[config.mk]
export PLATFORM = sky130hd
export DESIGN_NAME = circle_octant_rasteriser_unit
export DESIGN_NICKNAME = d
export VERILOG_FILES = /design/src/sv/crast_pkg.sv /design/src/sv/crast_sqmul.sv /design/src/sv/crast_sqrt.sv /design/src/sv/crast_emit.sv /design/src/sv/circle_octant_rasteriser_unit.sv
export SDC_FILE = /design/constraint.sdc
export NUM_CORES = 1
export LEC_CHECK = 0
export BUFFER_PORTS_ARGS = -buffer_cell sky130_fd_sc_hd__buf_2
export CORE_UTILIZATION = 50
export CTS_BUF_LIST = sky130_fd_sc_hd__clkbuf_16
export CTS_CLUSTER_SIZE = 24
export DETAILED_ROUTE_END_ITERATION = 8
export MAX_ROUTING_LAYER = met4
export PLACE_DENSITY = 0.63
export SYNTH_ARGS = -nofsm -noshare
export SYNTH_HDL_FRONTEND = slang
export SYNTH_SLANG_ARGS = --single-unit
[constraint.sdc]
create_clock -name clk_i -period 10.1 [get_ports clk_i]
set_clock_uncertainty 0.15 [all_clocks]
set_input_delay 1.515 -clock clk_i [delete_from_list [all_inputs] [get_ports clk_i]]
set_output_delay 1.515 -clock clk_i [all_outputs]
set_load 0.005 [all_outputs]
[src/sv/crast_pkg.sv]
// Shared types and constants for the circle octant rasteriser.
package crast_pkg;

  localparam int unsigned CFG_IDX_W = 2;

  typedef enum logic [CFG_IDX_W-1:0] {
    REG_RADIUS   = 2'd0,
    REG_CENTER_X = 2'd1,
    REG_CENTER_Y = 2'd2
  } cfg_reg_e;

  // Eight symmetric points per column
  localparam int unsigned OCT_W = 3;
  localparam logic [OCT_W-1:0] OCT_LAST = 3'd7;

  typedef struct packed {
    logic last_of_step;
    logic last_of_circle;
  } out_flags_t;

endpackage

[src/sv/crast_sqmul.sv]
// Bit-serial squarer: shift-add, one multiplier bit per cycle.
module crast_sqmul #(
  parameter int unsigned W = 11
) (
  input  logic           clk_i,
  input  logic           rst_ni,
  input  logic           start_i,
  input  logic [W-1:0]   op_i,
  output logic           busy_o,
  output logic [2*W-1:0] prod_o
);

  localparam int unsigned CW = $clog2(W);

  logic [2*W-1:0] acc_q, acc_d;
  logic [W-1:0]   mcand_q;
  logic [CW-1:0]  cnt_q;
  logic           busy_q;
  logic [W:0]     sum;

  // high half plus multiplicand when the low bit is set, then shift right
  assign sum = {1'b0, acc_q[2*W-1:W]} + (acc_q[0] ? {1'b0, mcand_q} : '0);

  always_comb begin
    acc_d = acc_q;
    if (start_i) begin
      acc_d = {{W{1'b0}}, op_i};
    end else if (busy_q) begin
      acc_d = {sum, acc_q[W-1:1]};
    end
  end

  always_ff @(posedge clk_i or negedge rst_ni) begin
    if (!rst_ni) begin
      busy_q <= 1'b0;
      cnt_q  <= '0;
    end else if (start_i) begin
      busy_q <= 1'b1;
      cnt_q  <= '0;
    end else if (busy_q) begin
      cnt_q <= cnt_q + 1'b1;
      if (cnt_q == CW'(W - 1)) begin
        busy_q <= 1'b0;
      end
    end
  end

  always_ff @(posedge clk_i) begin
    acc_q <= acc_d;
    if (start_i) begin
      mcand_q <= op_i;
    end
  end

  assign busy_o = busy_q;
  assign prod_o = acc_q;

endmodule

[src/sv/crast_sqrt.sv]
// Serial integer square root: restoring method, one root bit per cycle.
module crast_sqrt #(
  parameter int unsigned W = 11
) (
  input  logic           clk_i,
  input  logic           rst_ni,
  input  logic           start_i,
  input  logic [2*W-1:0] op_i,
  output logic           busy_o,
  output logic [W-1:0]   root_o,
  output logic [W:0]     rem_o
);

  localparam int unsigned CW = $clog2(W);

  logic [2*W-1:0] opnd_q;
  logic [W:0]     rem_q;
  logic [W-1:0]   root_q;
  logic [CW-1:0]  cnt_q;
  logic           busy_q;
  logic [W+2:0]   rem_t;
  logic [W+2:0]   trial;
  logic           take;

  // bring down the next operand bit pair, try (4*root + 1)
  assign rem_t = {rem_q, opnd_q[2*W-1:2*W-2]};
  assign trial = {1'b0, root_q, 2'b01};
  assign take  = (rem_t >= trial);

  always_ff @(posedge clk_i or negedge rst_ni) begin
    if (!rst_ni) begin
      busy_q <= 1'b0;
      cnt_q  <= '0;
    end else if (start_i) begin
      busy_q <= 1'b1;
      cnt_q  <= '0;
    end else if (busy_q) begin
      cnt_q <= cnt_q + 1'b1;
      if (cnt_q == CW'(W - 1)) begin
        busy_q <= 1'b0;
      end
    end
  end

  always_ff @(posedge clk_i) begin
    if (start_i) begin
      opnd_q <= op_i;
      rem_q  <= '0;
      root_q <= '0;
    end else if (busy_q) begin
      opnd_q <= {opnd_q[2*W-3:0], 2'b00};
      rem_q  <= take ? (rem_t[W:0] - trial[W:0]) : rem_t[W:0];
      root_q <= {root_q[W-2:0], take};
    end
  end

  assign busy_o = busy_q;
  assign root_o = root_q;
  assign rem_o  = rem_q;

endmodule

[src/sv/crast_emit.sv]
// Point emitter: walks the eight symmetric offsets into an output register.
module crast_emit #(
  parameter int unsigned RB = 11,
  parameter int unsigned CB = 16,
  parameter int unsigned OB = 17
) (
  input  logic                   clk_i,
  input  logic                   rst_ni,
  input  logic                   start_i,
  input  logic [RB-1:0]          x_i,
  input  logic [RB-1:0]          y_i,
  input  logic                   last_circle_i,
  input  logic signed [CB-1:0]   center_x_i,
  input  logic signed [CB-1:0]   center_y_i,
  output logic                   idle_o,
  output logic                   out_valid_o,
  input  logic                   out_ready_i,
  output logic [OB-1:0]          point_x_o,
  output logic [OB-1:0]          point_y_o,
  output crast_pkg::out_flags_t  flags_o
);

  import crast_pkg::*;

  logic             active_q;
  logic [OCT_W-1:0] k_q;
  logic [RB-1:0]    x_q, y_q;
  logic             lc_q;
  logic             vld_q;
  logic [OB-1:0]    px_q, py_q;
  out_flags_t       flags_q;

  logic             load;
  logic [RB-1:0]    a_mag, b_mag;
  logic [OB-1:0]    a_ext, b_ext, off_a, off_b, cx_ext, cy_ext;

  assign load = active_q && (!vld_q || out_ready_i);

  // k[2] swaps the coordinates, k[1] negates the first, k[0] the second
  assign a_mag  = k_q[2] ? y_q : x_q;
  assign b_mag  = k_q[2] ? x_q : y_q;
  assign a_ext  = {{(OB-RB){1'b0}}, a_mag};
  assign b_ext  = {{(OB-RB){1'b0}}, b_mag};
  assign off_a  = k_q[1] ? (~a_ext + 1'b1) : a_ext;
  assign off_b  = k_q[0] ? (~b_ext + 1'b1) : b_ext;
  assign cx_ext = {{(OB-CB){center_x_i[CB-1]}}, center_x_i};
  assign cy_ext = {{(OB-CB){center_y_i[CB-1]}}, center_y_i};

  always_ff @(posedge clk_i or negedge rst_ni) begin
    if (!rst_ni) begin
      active_q <= 1'b0;
      k_q      <= '0;
      vld_q    <= 1'b0;
    end else begin
      if (start_i) begin
        active_q <= 1'b1;
        k_q      <= '0;
      end else if (load) begin
        k_q <= k_q + 1'b1;
        if (k_q == OCT_LAST) begin
          active_q <= 1'b0;
        end
      end
      if (load) begin
        vld_q <= 1'b1;
      end else if (out_ready_i) begin
        vld_q <= 1'b0;
      end
    end
  end

  always_ff @(posedge clk_i) begin
    if (start_i) begin
      x_q  <= x_i;
      y_q  <= y_i;
      lc_q <= last_circle_i;
    end
    if (load) begin
      px_q                 <= cx_ext + off_a;
      py_q                 <= cy_ext + off_b;
      flags_q.last_of_step   <= (k_q == OCT_LAST);
      flags_q.last_of_circle <= lc_q;
    end
  end

  assign idle_o      = !active_q;
  assign out_valid_o = vld_q;
  assign point_x_o   = px_q;
  assign point_y_o   = py_q;
  assign flags_o     = flags_q;

`ifndef SYNTHESIS
  a_end_on_eighth: assert property (@(posedge clk_i) disable iff (!rst_ni)
    $fell(active_q) |-> (vld_q && flags_q.last_of_step))
    else $error("emitter finished a column without the eighth point");
`endif

endmodule

[src/sv/circle_octant_rasteriser_unit.sv]
// Circle octant rasteriser: one column per input step, eight symmetric points out.
// Each step runs the serial squarers, then the root unit, then the point emitter;
// at column zero the column limit root is taken first, before the column root.
// A new step is taken only in idle; points drain while the next column runs.
// Reset: async low; radius 1, centre 0, column 0, limit 1, no output pending.
module circle_octant_rasteriser_unit #(
  parameter int unsigned RADIUS_BITS = 11,
  parameter int unsigned COORD_BITS  = 16,
  localparam int unsigned OUT_BITS =
    ((COORD_BITS > RADIUS_BITS) ? COORD_BITS : (RADIUS_BITS + 1)) + 1,
  localparam int unsigned DATA_W = ((2 * OUT_BITS + 7) / 8) * 8,
  localparam int unsigned CFG_W  = (COORD_BITS > RADIUS_BITS) ? COORD_BITS : RADIUS_BITS
) (
  input  logic                            clk_i,
  input  logic                            rst_ni,
  input  logic                            cfg_valid_i,
  output logic                            cfg_ready_o,
  input  logic [crast_pkg::CFG_IDX_W-1:0] cfg_index_i,
  input  logic [CFG_W-1:0]                cfg_data_i,
  input  logic                            s_axis_tvalid,
  output logic                            s_axis_tready,
  input  logic [7:0]                      s_axis_tdata,   // [0] restart
  output logic                            m_axis_tvalid,
  input  logic                            m_axis_tready,
  output logic [DATA_W-1:0]               m_axis_tdata,   // point_x, point_y
  output logic                            m_axis_tlast,   // last_of_step
  output logic                            m_axis_tuser    // last_of_circle
);

  import crast_pkg::*;

  localparam int unsigned SQ_W = 2 * RADIUS_BITS;

  typedef enum logic [3:0] {
    ST_IDLE = 4'b0001,
    ST_MUL  = 4'b0010,
    ST_LIM  = 4'b0100,
    ST_ROOT = 4'b1000
  } state_e;

  state_e                 state_q, state_d;
  logic [RADIUS_BITS-1:0] radius_q;
  logic [COORD_BITS-1:0]  center_x_q, center_y_q;
  logic [RADIUS_BITS-1:0] column_q, column_d;
  logic [RADIUS_BITS-1:0] limit_q, limit_d;
  logic [RADIUS_BITS-1:0] x_q, x_d;

  logic                   in_xfer;
  logic                   mul_start;
  logic                   mul_r_busy, mul_x_busy;
  logic [SQ_W-1:0]        r_sq, x_sq;
  logic [SQ_W:0]          diff;
  logic [SQ_W-1:0]        n_val;
  logic                   sqrt_start;
  logic [SQ_W-1:0]        sqrt_op;
  logic                   sqrt_busy;
  logic [RADIUS_BITS-1:0] root;
  logic [RADIUS_BITS:0]   rem;
  logic [RADIUS_BITS-1:0] y_val;
  logic                   last_col;
  logic                   emit_start;
  logic                   emit_idle;
  logic [OUT_BITS-1:0]    point_x, point_y;
  out_flags_t             flags;

  assign cfg_ready_o   = 1'b1;
  assign s_axis_tready = (state_q == ST_IDLE);
  assign in_xfer       = s_axis_tvalid && s_axis_tready;

  always_ff @(posedge clk_i or negedge rst_ni) begin
    if (!rst_ni) begin
      radius_q   <= RADIUS_BITS'(1);
      center_x_q <= '0;
      center_y_q <= '0;
    end else if (cfg_valid_i) begin
      unique case (cfg_reg_e'(cfg_index_i))
        REG_RADIUS:   radius_q   <= cfg_data_i[RADIUS_BITS-1:0];
        REG_CENTER_X: center_x_q <= cfg_data_i[COORD_BITS-1:0];
        REG_CENTER_Y: center_y_q <= cfg_data_i[COORD_BITS-1:0];
        default: ;
      endcase
    end
  end

  // r*r - x*x, clamped at zero when the radius shrank mid-circle
  assign diff  = {1'b0, r_sq} - {1'b0, x_sq};
  assign n_val = diff[SQ_W] ? '0 : diff[SQ_W-1:0];

  // round to nearest: bump when the remainder exceeds the floor root
  assign y_val    = root + RADIUS_BITS'(rem > {1'b0, root});
  assign last_col = (x_q >= limit_q);

  always_comb begin
    state_d    = state_q;
    column_d   = column_q;
    limit_d    = limit_q;
    x_d        = x_q;
    mul_start  = 1'b0;
    sqrt_start = 1'b0;
    sqrt_op    = n_val;
    emit_start = 1'b0;
    unique case (state_q)
      ST_IDLE: begin
        if (in_xfer) begin
          x_d       = s_axis_tdata[0] ? '0 : column_q;
          mul_start = 1'b1;
          state_d   = ST_MUL;
        end
      end
      ST_MUL: begin
        if (!mul_r_busy && !mul_x_busy) begin
          sqrt_start = 1'b1;
          if (x_q == '0) begin
            sqrt_op = {1'b0, r_sq[SQ_W-1:1]};
            state_d = ST_LIM;
          end else begin
            state_d = ST_ROOT;
          end
        end
      end
      ST_LIM: begin
        if (!sqrt_busy) begin
          limit_d    = root + 1'b1;
          sqrt_start = 1'b1;
          state_d    = ST_ROOT;
        end
      end
      ST_ROOT: begin
        if (!sqrt_busy && emit_idle) begin
          emit_start = 1'b1;
          column_d   = last_col ? '0 : (x_q + 1'b1);
          state_d    = ST_IDLE;
        end
      end
      default: state_d = ST_IDLE;
    endcase
  end

  always_ff @(posedge clk_i or negedge rst_ni) begin
    if (!rst_ni) begin
      state_q  <= ST_IDLE;
      column_q <= '0;
      limit_q  <= RADIUS_BITS'(1);
    end else begin
      state_q  <= state_d;
      column_q <= column_d;
      limit_q  <= limit_d;
    end
  end

  always_ff @(posedge clk_i) begin
    x_q <= x_d;
  end

  crast_sqmul #(.W(RADIUS_BITS)) u_sq_r (
    .clk_i   (clk_i),
    .rst_ni  (rst_ni),
    .start_i (mul_start),
    .op_i    (radius_q),
    .busy_o  (mul_r_busy),
    .prod_o  (r_sq)
  );

  crast_sqmul #(.W(RADIUS_BITS)) u_sq_x (
    .clk_i   (clk_i),
    .rst_ni  (rst_ni),
    .start_i (mul_start),
    .op_i    (x_d),
    .busy_o  (mul_x_busy),
    .prod_o  (x_sq)
  );

  crast_sqrt #(.W(RADIUS_BITS)) u_sqrt (
    .clk_i   (clk_i),
    .rst_ni  (rst_ni),
    .start_i (sqrt_start),
    .op_i    (sqrt_op),
    .busy_o  (sqrt_busy),
    .root_o  (root),
    .rem_o   (rem)
  );

  crast_emit #(
    .RB (RADIUS_BITS),
    .CB (COORD_BITS),
    .OB (OUT_BITS)
  ) u_emit (
    .clk_i         (clk_i),
    .rst_ni        (rst_ni),
    .start_i       (emit_start),
    .x_i           (x_q),
    .y_i           (y_val),
    .last_circle_i (last_col),
    .center_x_i    (center_x_q),
    .center_y_i    (center_y_q),
    .idle_o        (emit_idle),
    .out_valid_o   (m_axis_tvalid),
    .out_ready_i   (m_axis_tready),
    .point_x_o     (point_x),
    .point_y_o     (point_y),
    .flags_o       (flags)
  );

  assign m_axis_tdata = DATA_W'({point_y, point_x});
  assign m_axis_tlast = flags.last_of_step;
  assign m_axis_tuser = flags.last_of_circle;

`ifndef SYNTHESIS
  // a restart can recompute a smaller limit while the old column is still held
  a_col_in_range: assert property (@(posedge clk_i) disable iff (!rst_ni)
    (state_q == ST_IDLE) |-> (column_q <= limit_q))
    else $error("column ran past the column limit");

  a_limit_nonzero: assert property (@(posedge clk_i) disable iff (!rst_ni)
    limit_q != '0)
    else $error("column limit is zero");

  a_lim_at_zero: assert property (@(posedge clk_i) disable iff (!rst_ni)
    (state_q == ST_LIM) |-> (x_q == '0))
    else $error("limit recomputed away from column zero");

  a_squarers_run: assert property (@(posedge clk_i) disable iff (!rst_ni)
    in_xfer |=> (mul_r_busy && mul_x_busy))
    else $error("squarers not started on input transfer");
`endif

endmodule
Word level (Yosys, flattened, before mapping)
Index checks and enable logic that the tools add are counted.
Word-level totals
  word-level logic and storage cells: 148
  output and inout bits: 45
  bits of input ports: 31
  bits in registers: 270
Operators by class
  add/sub/neg operators: 15
  bitwise operators: 3
  reduce and logical (&&, ||, !) cells: 25
  order comparisons: 3
  equal/unequal tests: 14
  mux-type cells: 56
Operators with widths (count)
  11-bit 2-to-1 mux: 12
  22-bit 2-to-1 mux: 6
  4-bit 2-to-1 mux: 11
  17-bit by 1-bit adder with 17-bit output (second input constant): 2
  17-bit adder: 2
  17-bit 2-to-1 mux: 2
  11-bit NOT with 17-bit output: 2
  11-bit by 11-bit adder with 12-bit output: 2
  22-bit by 22-bit subtractor with 23-bit output: 1
  11-bit by 1-bit adder with 11-bit output (second input constant): 2
  1-bit 2-to-1 mux: 20
  4-bit == test (second input constant): 4
  4-bit case mux with 4 select lines: 1
  14-bit by 13-bit >= comparator with 1-bit output: 1
  4-bit by 1-bit adder with 4-bit output (second input constant): 3
  12-bit by 11-bit > comparator with 1-bit output: 1
  12-bit 2-to-1 mux: 1
  2-bit AND reduction: 6
  2-bit nonzero test: 6
  12-bit subtractor: 1
  11-bit by 1-bit adder with 11-bit output: 1
  11-bit >= comparator: 1
  11-bit zero test: 1
  3-bit 2-to-1 mux: 2
  16 further kinds: 25

Depth between registers and ports, before layout
  depth in word-level cells: 6
  depth in mapped cells: 17
  depth with buffers taken out: 16

Hierarchy
A second synthesis with hierarchy kept.
Unflattened totals
  cell total of the unflattened synthesis: 1605
  area total of the unflattened synthesis: 16646.0 um^2
By module, submodules not included
  circle_octant_rasteriser_unit: instances 1, area an instance 5719.2 um^2, seq. area each 1950.6 um^2, cells an instance 618
  crast_emit: instances 1, area an instance 4367.9 um^2, seq. area each 1896.8 um^2, cells an instance 403
  crast_sqmul: instances 2, area an instance 1939.4 um^2, seq. area each 1006.0 um^2, cells an instance 166
  crast_sqrt: instances 1, area an instance 2680.1 um^2, seq. area each 1246.2 um^2, cells an instance 252

Worst setup path after synthesis
Ideal clock, no wire load.
  path kind: register -> register
  start: register u_emit.k_q[2]
  end: register u_emit.px_q[15], in the netlist u_emit.point_x_o[15] (data pin)
  clock period less this slack: 4.077 ns
  slack: 6.023 ns
  cell stages (with the launch flop): 17
  buffers on the path: 5
  library setup time: 0.258 ns
  data required time: 9.692 ns
  arrival: 3.669 ns
  path through: dfrtp_1 > buf_2 > buf_2 > buf_1 > buf_2 > buf_2 > mux2i_1 > xnor2_1 > ha_1 > a21o_1 > a21o_1 > a21oi_1 > o21ai_0 > a211o_1 > a21o_1 > a21oi_1 > xnor2_1
On the way
  word-level cells in the longest chain between the ends: 5
RTL lines
  from (decl): line crast_emit.sv:26  | logic [OCT_W-1:0] k_q;
  from (signal assigned): line crast_emit.sv:59  | k_q <= k_q + 1'b1;
  11-bit 2-to-1 mux (*): line crast_emit.sv:40  | assign a_mag = k_q[2] ? y_q : x_q;
  11-bit NOT with 17-bit output: line crast_emit.sv:44  | assign off_a = k_q[1] ? (~a_ext + 1'b1) : a_ext;
  17-bit by 1-bit adder with 17-bit output: line crast_emit.sv:44
  17-bit 2-to-1 mux (*): line crast_emit.sv:44
  17-bit adder (*): line crast_emit.sv:79  | px_q <= cx_ext + off_a;
  to (signal assigned): line crast_emit.sv:79
  to (decl): line crast_emit.sv:30  | logic [OB-1:0] px_q, py_q;
Every way passes the cells marked *; elsewhere a longest branch is shown, timed or not.
A chain may end at the register's enable or synchronous reset.

Worst setup path after layout
  start: register u_emit.k_q[2]
  end: register u_emit.px_q[16], in the netlist u_emit.point_x_o[16] (data pin)
The elaborated chain is that of the path after synthesis.

==> parameters.txt <==
Parameter                              Value

Run status
  Run status ... finished clean

Worst setup path
  Worst Setup Path Type ... flip-flop to flip-flop
  Buffers and inverters on the worst path ... 0
  Cell with the largest stage delay on the worst path ... dfrtp_2
  Data required time at the worst endpoint ... 10.25 ns
  Worst setup SP type ... flip-flop
  Cell-by-cell listing of the critical path ... mux2i_1 -> ha_1 -> o21ai_0 -> or2_2 -> o21a_1 -> xnor2_1 -> ha_1 -> a21o_1 -> a21o_1 -> a21oi_1 -> o21ai_0 -> a21o_1 -> nor3_1 -> o21bai_1 -> a21oi_1 -> xnor2_1
  Family with the most delay on the worst path ... compound AO/OA/AOI/OAI gates
  Highest net fanout along the worst path ... 52
  Worst path max stage delay ... ~1.0 ns
  Library cell appearing most often on the critical path ... a21o_1
  Data arrival time of the critical path ... 5.01 ns
  Capturing element type of the critical path ... flip-flop

Clock network
  Htree depth ... 1
  CTS tree ... built
  Number of gates resized after CTS ... 0
  Post-CTS Hold Fix Bufs ... 0
  Clock insertion delay at the later pin of the skew report ... 0.55 ns
  Max Root-Sink Buffers ... 3
  Reg clk slew, reported paths ... roughly 0.060 ns
  Number of buffers added by the clock tree synthesis step ... 31
  Clk sinks ... 270
  Post-CTS Repair Setup Buffers ... 0
  Master cell of the clock root buffer ... clkbuf_16

Layout
  Leading cell type in the layout, fill and taps excluded ... nand2_1
  Share of final-layout standard cells stronger than drive strength 1 ... between 10% and 20%
  Net total in the final layout ... approximately 1700
  Most frequent cells in the layout ... 145 x nand2_1, 125 x nor2_1, 125 x edfxtp_1
  Post-synthesis to final-layout area growth ... 10.7%
  Final non-filler cell total ... around 2000
  Total inserted antenna cells ... 0
  Number of filler instances in the final layout ... 2620
  Fin area ... 17000 um^2

Yosys
  EDFF count, synth ... ~130
  Fraction of the yosys area taken by sequential cells ... 46.2%
  Warnings from Yosys ... 0
  Synth async-reset ratio ... between 30% and 40%
  Number of different library cells in the post-synthesis netlist ... 71
  Number of storage elements in the synthesis netlist ... 270
  Number of cells produced by synthesis ... roughly 1500
  Synth Flop Type ... edfxtp_1
  Mapped Avg Cell Area ... approximately 10 um^2
  Area of the mapped netlist ... ~15000 um^2

Placement
  Routability congestion estimate from global placement ... just under 0.9
  Buffers on Ports ... 61
  Final HPWL DP ... 24.6 mm
  Number of placed cells counting well taps ... ~1900
  Cell Area, Placed ... about 16000 um^2

Power
  Power density over the cells ... 302 nW/um^2
  Leakage power of the design ... around 0.0075 uW
  Maximum ir drop on the vdd rail ... 0.000166 V

Worst hold path
  Classification of the worst-slack hold path ... flip-flop to flip-flop

Floorplanning
  Initial cell density of the core ... between 50% and 60%
  Die X ... approximately 180 um
  Die outline height ... roughly 180 um
  Die footprint ... between 30000 and 40000 um^2
  Site row count ... 63
  Placeable core region ... around 30000 um^2
  Ports ... between 70 and 80

GRT
  Total Routing Usage GR ... 22.2%
  Pin count of the biggest net entering global routing ... 73
  Number of global-route vias before repair ... 10500
  Global-route wire length before repair ... ~54 mm
  Number of antenna violations at the first check in global routing ... 1
  Global route overflow ... 0

STA
  Total count of hold-check failures in the final report ... 0
  RSZ-0062 raised after global routing ... false
  Final-report setup violation count ... 0
  Pin slew with the least headroom to its limit ... around 1.0 ns
  Number of pins exceeding their max-slew limit in the final report ... 0
  Achievable Freq ... 206 MHz
  Worst slew slack as a fraction of its limit ... a little under a third
  Final setup TNS ... 0 ns
  Fin crit share ... between 40% and 50%
  Time the final worst path needs with I/O delays and setup ... 4.86 ns

Route
  Total via count in the routed design ... about 11000
  Final wirelength ... about 34 mm
  Number of nets with antenna violations after routing ... 0
  Number of detailed-route iterations in the first pass ... 5
  Number of remaining DRC errors ... 0
  Routed wirelength normalized by instance count ... between 15 and 20 um
  Number of DRC markers in iteration 0 ... 593
  Via-to-Cell Ratio ... 5.54

Run
  Max capacitance violation total ... 0
-- metal layers --
metal / GRT usage (%) / wire, um / up-vias
li1: - / - / 5485
met1: 29.9 / 16100 / 5255
met2: 35.4 / 15200 / 190
met3: 2.36 / 1280 / 55
met4: 6.48 / 968 / 0
met5: - / 0 / -
-- cells by family after synthesis --
kind of cell / Yosys count / synth area share [%]
adders and majority gates: 121 / 10.1
xor gates and xnor gates: 122 / 6.95
and+or+nand+nor: 429 / 12.9
buffers and inverters: 148 / 3.82
muxes: 85 / 5.88
AOI/OAI and AO/OA: 340 / 14.1
other: 2 / 0.0488
DFF: 270 / 46.2
-- Yosys cell counts, drive strengths merged, types with 19 or more instances --
cell type | n | area share, %
nand2 | 145 | 3.5
edfxtp | 125 | 24
nor2 | 125 | 3.1
ha | 116 | 9.4
a21oi | 100 | 3.3
inv | 90 | 2.2
dfrtp | 86 | 14
o21ai | 84 | 2.7
xnor2 | 75 | 4.3
dfxtp | 56 | 7.3
xor2 | 47 | 2.7
mux2 | 43 | 3.1
clkbuf | 42 | 1.0
mux2i | 42 | 2.7
a21o | 39 | 1.9
nor3 | 30 | 0.98
and2 | 22 | 0.89
nor2b | 19 | 0.77
-- power breakdown --
part           internal (uW)  total (uW)  switching (uW)  leakage (uW)
Clock                    632        1080             448      0.000495
Combinational           1050        2300            1260       0.00425
Sequential              1500        1750             247       0.00280
-- worst paths after layout --
path	start	end	slack, ns	cells past startpoint
min reg2reg	radius_q[6]	u_sq_r.mcand_q[6]	0.32	0
max	u_emit.k_q[2]	u_emit.point_x_o[16]	5.24	16
max in group asynchronous	rst_ni	u_sqrt.cnt_q[0]	7.86	2
max reg2reg	u_emit.k_q[2]	u_emit.point_x_o[16]	5.24	16
min	radius_q[6]	u_sq_r.mcand_q[6]	0.32	0
min in group asynchronous	rst_ni	center_y_q[14]	0.71	1
-- registers in the layout, summed over array words and instances (netlist names), 3 cells and up --
register / count
u_sq_r.mcand_q: 11
limit_q: 11
u_sqrt.cnt_q: 4
radius_q: 11
u_emit.point_y_o: 17
u_sqrt.rem_o: 12
column_q: 11
state_q: 4
u_sq_r.prod_o: 22
u_sq_r.cnt_q: 4
u_sqrt.root_o: 11
x_q: 11
u_emit.x_q: 11
u_sqrt.opnd_q: 22
u_sq_x.mcand_q: 11
center_y_q: 16
center_x_q: 16
u_sq_x.cnt_q: 4
u_sq_x.prod_o: 22
u_emit.y_q: 11
u_emit.point_x_o: 17
u_emit.k_q: 3
-- metrics by stage --
stage	power [uW]	hold slack [ns]	worst slack (ns)	util, %
6_report	5140	0.322	5.24	56.9
5_1_grt	5530	0.337	4.91	56.9
4_1_cts	5160	0.325	5.28	56.9
3_5_place_dp	4060	0.311	5.31	53.6
3_3_place_gp	4010	0.309	5.41	53.6
2_1_floorplan	3540	0.250	6.02	-
-- cell type report --
cell class              instances  area (um^2)  share of cell area (%)
multi-input cells            1104         7720                    45.3
inverters                      90          338                    1.98
well taps                     390          488                    2.87
clock inverters                26          206                    1.21
clock buffers                  31          776                    4.55
repair buffers                 73          398                    2.34
flip-flops and latches        270         7110                    41.7
(Power assumes the default switching activity.)
